===== src/hdl/atrp_pkg.sv =====
// Package for the tilt angle unit: sizes, fixed-point constants, types and helper functions.
`timescale 1ns / 1ps
`default_nettype none
package atrp_pkg;

    localparam int CORDIC_STAGES = 16;
    localparam int SAMPLE_BITS   = 14;
    localparam int TAB_LEN       = 24;

    localparam int SHW         = $clog2(CORDIC_STAGES);
    localparam int DIV_SHIFT   = 16 - SAMPLE_BITS;
    localparam int SCALE_SHIFT = 16;
    // Vector words hold sample * 2^16 with headroom for the CORDIC gain.
    localparam int VW   = SAMPLE_BITS + 20;
    localparam int AW   = 33;
    localparam int NUMW = SAMPLE_BITS + 18;

    localparam int ROLL_LIM      = 18000;
    localparam int PITCH_LIM     = 9000;
    localparam int ROUND_HALF    = 32768;
    localparam int HALF_TURN_Q16 = 1179648000;
    localparam int GAIN_Q16      = 107922;

    typedef logic signed [SAMPLE_BITS-1:0] sample_t;

    typedef struct packed {
        logic signed [VW-1:0] x;
        logic signed [VW-1:0] y;
        logic signed [AW-1:0] ang;
    } vec_t;

    typedef struct packed {
        sample_t               xs;
        sample_t               ys;
        sample_t               zs;
        logic signed [NUMW-1:0] num;
        logic signed [15:0]     roll;
        logic                   zero;
    } side_t;

    // atan(2^-i) in centidegrees, Q16, rounded to nearest.
    localparam logic signed [AW-1:0] ATAN_Q16 [TAB_LEN] = '{
        33'sd294912000, 33'sd174096719, 33'sd91987925, 33'sd46694507,
        33'sd23437865,  33'sd11730358,  33'sd5866610,  33'sd2933484,
        33'sd1466764,   33'sd733385,    33'sd366693,   33'sd183346,
        33'sd91673,     33'sd45837,     33'sd22918,    33'sd11459,
        33'sd5730,      33'sd2865,      33'sd1432,     33'sd716,
        33'sd358,       33'sd179,       33'sd90,       33'sd45
    };

    // Signed 16-bit word divided by a power of two, truncating toward zero.
    function automatic sample_t make_sample(logic [7:0] hi, logic [7:0] lo);
        logic signed [16:0] w;
        logic signed [16:0] b;
        logic signed [16:0] t;
        w = 17'(signed'({hi, lo}));
        b = w[16] ? 17'((1 << DIV_SHIFT) - 1) : 17'sd0;
        t = (w + b) >>> DIV_SHIFT;
        return t[SAMPLE_BITS-1:0];
    endfunction

    // Q16 centidegrees to whole centidegrees, ties upward, clamped to +-lim.
    function automatic logic signed [15:0] round_centideg(logic signed [AW-1:0] a,
                                                         logic signed [15:0] lim);
        logic signed [AW-1:0]  t;
        logic signed [AW-17:0] r;
        t = a + AW'(ROUND_HALF);
        r = t[AW-1:16];
        priority if (r > lim) begin
            return lim;
        end else if (r < -lim) begin
            return -lim;
        end else begin
            return r[15:0];
        end
    endfunction

endpackage
`default_nettype wire


===== src/hdl/atrp_cordic_cell.sv =====
// One CORDIC vectoring micro-rotation held in a pipeline register with valid and ready.
`timescale 1ns / 1ps
`default_nettype none
module atrp_cordic_cell (
    input  wire logic                          aclk,
    input  wire logic                          aresetn,
    input  wire logic [atrp_pkg::SHW-1:0]      shift,
    input  wire logic signed [atrp_pkg::AW-1:0] atan,
    input  wire logic                          in_valid,
    output logic                               in_ready,
    input  wire atrp_pkg::vec_t                in_vec,
    input  wire atrp_pkg::side_t               in_side,
    output logic                               out_valid,
    input  wire logic                          out_ready,
    output atrp_pkg::vec_t                     out_vec,
    output atrp_pkg::side_t                    out_side
);
    import atrp_pkg::*;

    logic                 valid_reg;
    logic                 valid_next;
    vec_t                 vec_reg;
    vec_t                 vec_next;
    side_t                side_reg;
    logic signed [VW-1:0] x_in;
    logic signed [VW-1:0] y_in;
    logic signed [AW-1:0] ang_in;
    logic signed [VW-1:0] dx;
    logic signed [VW-1:0] dy;

    assign in_ready = !valid_reg || out_ready;

    always_comb begin
        x_in   = in_vec.x;
        y_in   = in_vec.y;
        ang_in = in_vec.ang;
        dx     = y_in >>> shift;
        dy     = x_in >>> shift;
        // Both updates use the old x and y.
        if (!y_in[VW-1]) begin
            vec_next.x   = x_in + dx;
            vec_next.y   = y_in - dy;
            vec_next.ang = ang_in + atan;
        end else begin
            vec_next.x   = x_in - dx;
            vec_next.y   = y_in + dy;
            vec_next.ang = ang_in - atan;
        end
        valid_next = in_ready ? in_valid : valid_reg;
    end

    always_ff @(posedge aclk) begin
        if (!aresetn) begin
            valid_reg <= 1'b0;
        end else begin
            valid_reg <= valid_next;
        end
        if (in_valid && in_ready) begin
            vec_reg  <= vec_next;
            side_reg <= in_side;
        end
    end

    assign out_valid = valid_reg;
    assign out_vec   = vec_reg;
    assign out_side  = side_reg;

endmodule
`default_nettype wire


===== config.mk =====
export PLATFORM = sky130hd
export DESIGN_NAME = atrp_cordic_cell
export DESIGN_NICKNAME = d
export VERILOG_FILES = /design/src/hdl/atrp_pkg.sv /design/src/hdl/atrp_cordic_cell.sv
export SDC_FILE = /design/constraint.sdc
export NUM_CORES = 1
export LEC_CHECK = 0
export ABC_CLOCK_PERIOD_IN_PS = 9000
export BUFFER_PORTS_ARGS = -buffer_cell sky130_fd_sc_hd__buf_2
export CORE_MARGIN = 3
export CORE_UTILIZATION = 46
export CTS_CLUSTER_SIZE = 16
export DETAILED_ROUTE_END_ITERATION = 10
export GPL_TIMING_DRIVEN = 0
export PLACE_DENSITY = 0.77
export SYNTH_ARGS = -nofsm -noshare
export SYNTH_HDL_FRONTEND = slang
export SYNTH_SLANG_ARGS = --single-unit

===== constraint.sdc =====
create_clock -name aclk -period 9 [get_ports aclk]
set_input_delay 1.8 -clock aclk [delete_from_list [all_inputs] [get_ports aclk]]
set_output_delay 1.8 -clock aclk [all_outputs]
set_load 0.005 [all_outputs]

==> results.md <==
- For this configuration, the core starts out at a cell density of 0.468.
- Across the run, the number of max-cap violations was 0.
- The dominant cell type by area after synthesis is sky130_fd_sc_hd__edfxtp_1.
- The global router's overall resource usage is 0.312.
- Synthesis produced a netlist whose cell count is 1,695.
- Entering global routing, the biggest net connects 76 pins.
- The number of design-rule violations left by the first detailed-router iteration is 1,388.
- The run finished with clean final reports.
- In the final routed layout, each cell accounts on average for 24.2 microns.
- In this run the tool buffered the top-level ports with 423 buffer cells.
- The routed design has 63.6 mm of wire.
- The setup TNS is 0 ns.
- The mean number of vias per cell is 6.19.
- Counting instances in the post-synthesis netlist gives the leading cell types as 192 x sky130_fd_sc_hd__edfxtp_1, 159 x sky130_fd_sc_hd__a21oi_1, 145 x sky130_fd_sc_hd__nand2_1.
- The leakage power of the design is 8.74 nW.
- The critical path's largest stage delay is 0.65 ns.
- The data arrival time of the critical path is 8.89 ns.
- The routing usage on met3 is 0.0649.
- The number of antenna violations at the first check in global routing is 10.
- The area share of the leading cell type in the synthesized netlist is 0.336.
- The end-of-flow core utilization is 0.562.
- The number of buffers on the longest clock path is 2.
- The clock latency on the worst-skew pair is 0.47 ns.
- The worst hold path was traced through 2 stages.
- When the netlist entered floorplanning its net count stood at 2,032.
- The net count of the finished layout is 2,475.
- The library cell contributing the largest single delay on the critical path is sky130_fd_sc_hd__a211oi_1.
- The number of enable-type register cells in the synthesized netlist is 192.
- The count of yosys warnings during synthesis is 0.
- The half-perimeter wire length after placement is 50.1 mm.
- The placer congestion estimate is 0.995.
- Once layout is complete, the cells apart from fillers number 2,629.
- Clock tree synthesis inserted a total of 17 buffers.
- The number of different library cells used by synthesis comes to 88.
- The least setup slack across all paths after layout is 0.341 ns.
- For this run, the register share of the synthesized area comes to 0.337.
- The proportion of layout cells with a drive suffix above 1 is 0.292.
- The transition at the pin with the smallest max-transition slack is 1.02 ns.
- The worst register-to-register path has a depth of 3.
- The final count of negative-setup-slack endpoints is 0.
- The final clock period utilization by the worst path is 0.962.
- The count of pins over their slew limit is 0.
- The worst hold-check slack is 0.565 ns.
- Prior to clock tree synthesis, the placed netlist has a worst setup slack of -0.570 ns.
- The highest attainable clock frequency is 115 MHz.
- The clock tree skew after final layout is 0.0115 ns.
- The post-route total power is 3.50 mW.
- The core box area is 0.0367 sq mm.
- The biggest fanout along the worst timing path is 10.
- The area growth from synthesis to layout is 20.1%.
- The clock period minus worst slack is 8.66 ns.
- Among all flip-flop cells after synthesis, the most frequent one is sky130_fd_sc_hd__edfxtp_1.
- In the routed design, unresolved DRC markers number 0.
- The height of the chip is 199 microns.
- The worst setup path is captured at a flop.
- In the synthesized netlist the async set-or-reset flop fraction comes to 0.
- The met2 layer usage reported by global route is 0.538.
- Power spread over the standard cell area amounts to 170 mW/mm^2.
- In this run the number of H-tree levels came out at 4.
- The worst hold path class is reg2reg.
- Setup slack on the worst reg-to-reg path comes out at 7.15 ns.
- The final hold violation count is 0.
- The floorplan has 70 rows.
- By area the synthesized netlist is led by sky130_fd_sc_hd__edfxtp_1 34%, sky130_fd_sc_hd__mux4_2 11%, sky130_fd_sc_hd__ha_1 7.4%.
- The number of storage elements in the synthesis netlist is 193.
- The critical path required time is 9.23 ns.
- The clock tree from TritonCTS is done.
- IR analysis of the VDD net gives a maximum drop of 129 uV.
- The synthesized cell area is 0.0172 sq mm.
- In the post-synthesis netlist, the cell with the most instances is sky130_fd_sc_hd__edfxtp_1.
- The most numerous cell type found on the critical path is sky130_fd_sc_hd__buf_2.
- The startpoint of the most critical hold path is out_valid.
- The number of global-route vias before repair is 16,100.
- The post-CTS setup buffer count is 0.
- The final cell area excluding filler cells is 0.0206 sq mm.
- The root buffer cell is sky130_fd_sc_hd__clkbuf_16.
- The filler cells instantiated in the layout total 3,216.
- The placed cell count is 2,588.
- The destination of the worst register-to-register timing path is out_vec[51].
- Once detail routing completed, the nets flagged for antenna violations numbered 0.
- A synthesized cell averages 10.1 sq um.
- The first TritonRoute pass finished after 8 iterations.
- Pin placement for this block handled 427 I/O pins.
- For hold timing, the worst endpoint is out_valid.
- The critical path startpoint category is an input port.
- The startpoint of the worst-slack reg-to-reg timing path is out_valid.
- The first global-routing pass estimated 93.8 mm of wire.
- In this run the most used layer during global routing was met2.
- For met1 alone, demand over resource in global routing was 0.357.
- The die is 199 microns wide.
- The instance area after placement is 0.0199 sq mm.
- For this block, the via count after detailed routing is 16,300.
- Clock-pin slew was measured on the worst setup and hold paths at 0.08 ns.
- The die covers 0.0397 sq mm.
- The total grt overflow is 0.
- The number of clock sinks is 193.
- Headroom to the max-slew limit came out at 0.317.
- The worst setup path is of the in2reg kind.
## worst max-delay path by stage
stage                        start           end  slack, ns  depth (start not counted)
after floorplan           shift[0]  out_vec[100]       1.62                         27
after global placement    shift[0]   out_vec[97]      -0.60                         25
after detailed placement  shift[0]   out_vec[97]      -0.57                         25
after CTS                 shift[2]   out_vec[66]       0.08                         27
after global routing      shift[2]   out_vec[66]      -0.02                         26
final                     shift[2]   out_vec[66]       0.34                         26
## critical path, delay by kind of cell
family	cells	cell delay [ns]
buffers and inverters	8	2.79
AO/OA/AOI/OAI	10	2.54
adder cells (fa/ha/maj)	2	0.62
XOR/XNOR	2	0.49
AND/OR/NAND/NOR	4	0.62
## final cells by class
class | instances | area, sq um | area share
multi-input cells | 1380 | 10800 | 0.525
flip-flops and latches | 193 | 5790 | 0.280
repair buffers | 425 | 2170 | 0.105
well taps | 468 | 586 | 0.0284
clock buffers | 17 | 425 | 0.0206
plain buffers | 73 | 388 | 0.0188
clock inverters | 15 | 229 | 0.0111
inverters | 48 | 180 | 0.00873
diodes | 10 | 25.0 | 0.00121
## power by group
part	internal (mW)	switching [mW]	total, mW
registers	1.18	0.0315	1.21
clock network	0.413	0.423	0.835
logic	0.623	0.836	1.46
total	2.21	1.29	3.50
## metal layers
layer,share of wire,up-vias
met5,0,-
met4,0.062,0
met3,0.087,210
met2,0.49,924
met1,0.36,7778
li1,-,7356
## registers in the layout (all words and copies together), names as in the netlist
signal and count:
out_side 91, out_valid 1, out_vec 101
## cell usage in the layout (no fill, tap or decap), types with 16 or more instances in the layout
| cell | synthesis | final |
|---|---|---|
| sky130_fd_sc_hd__mux2i_1 | 63 | 63 |
| sky130_fd_sc_hd__and3_1 | 17 | 17 |
| sky130_fd_sc_hd__nor2b_1 | 19 | 19 |
| sky130_fd_sc_hd__nand3_1 | 28 | 28 |
| sky130_fd_sc_hd__clkbuf_16 | 0 | 17 |
| sky130_fd_sc_hd__a21o_1 | 53 | 53 |
| sky130_fd_sc_hd__o21ai_0 | 68 | 68 |
| sky130_fd_sc_hd__mux2_2 | 21 | 21 |
| sky130_fd_sc_hd__buf_2 | 23 | 443 |
| sky130_fd_sc_hd__xor2_1 | 43 | 43 |
| sky130_fd_sc_hd__clkbuf_1 | 25 | 25 |
| sky130_fd_sc_hd__edfxtp_1 | 192 | 192 |
| sky130_fd_sc_hd__nand2b_1 | 22 | 22 |
| sky130_fd_sc_hd__a31oi_1 | 19 | 19 |
| sky130_fd_sc_hd__o211ai_1 | 18 | 18 |
| sky130_fd_sc_hd__and2_1 | 23 | 22 |
| sky130_fd_sc_hd__mux4_2 | 81 | 81 |
| sky130_fd_sc_hd__nor3_1 | 28 | 28 |
| sky130_fd_sc_hd__a21oi_1 | 159 | 159 |
| sky130_fd_sc_hd__ha_1 | 101 | 101 |
| sky130_fd_sc_hd__nor2_1 | 138 | 138 |
| sky130_fd_sc_hd__inv_1 | 45 | 45 |
| sky130_fd_sc_hd__xnor2_1 | 126 | 126 |
| sky130_fd_sc_hd__a211oi_1 | 16 | 16 |
| sky130_fd_sc_hd__o21a_1 | 17 | 17 |
| sky130_fd_sc_hd__nand2_1 | 145 | 145 |
## what timing repair did
item / CTS / global route
resized for setup: 0 / 7
setup endpoints to repair: 1 / 9
hold buffers: 0 / 0
## logic make-up (layout without fill, tap and decap cells)
logic type | count (synthesis) | after routing | share of synthesized area
flip-flops | 193 | 193 | 0.337
buffers and inverters | 122 | 578 | 0.0327
multiplexers | 176 | 176 | 0.164
XOR/XNOR | 170 | 170 | 0.0871
adder cells (fa/ha/maj) | 104 | 104 | 0.0771
AND/OR/NAND/NOR | 475 | 475 | 0.134
AO/OA/AOI/OAI | 455 | 455 | 0.169
other | 0 | 10 | 0
No activity file was read; power rests on OpenSTA's default activity.
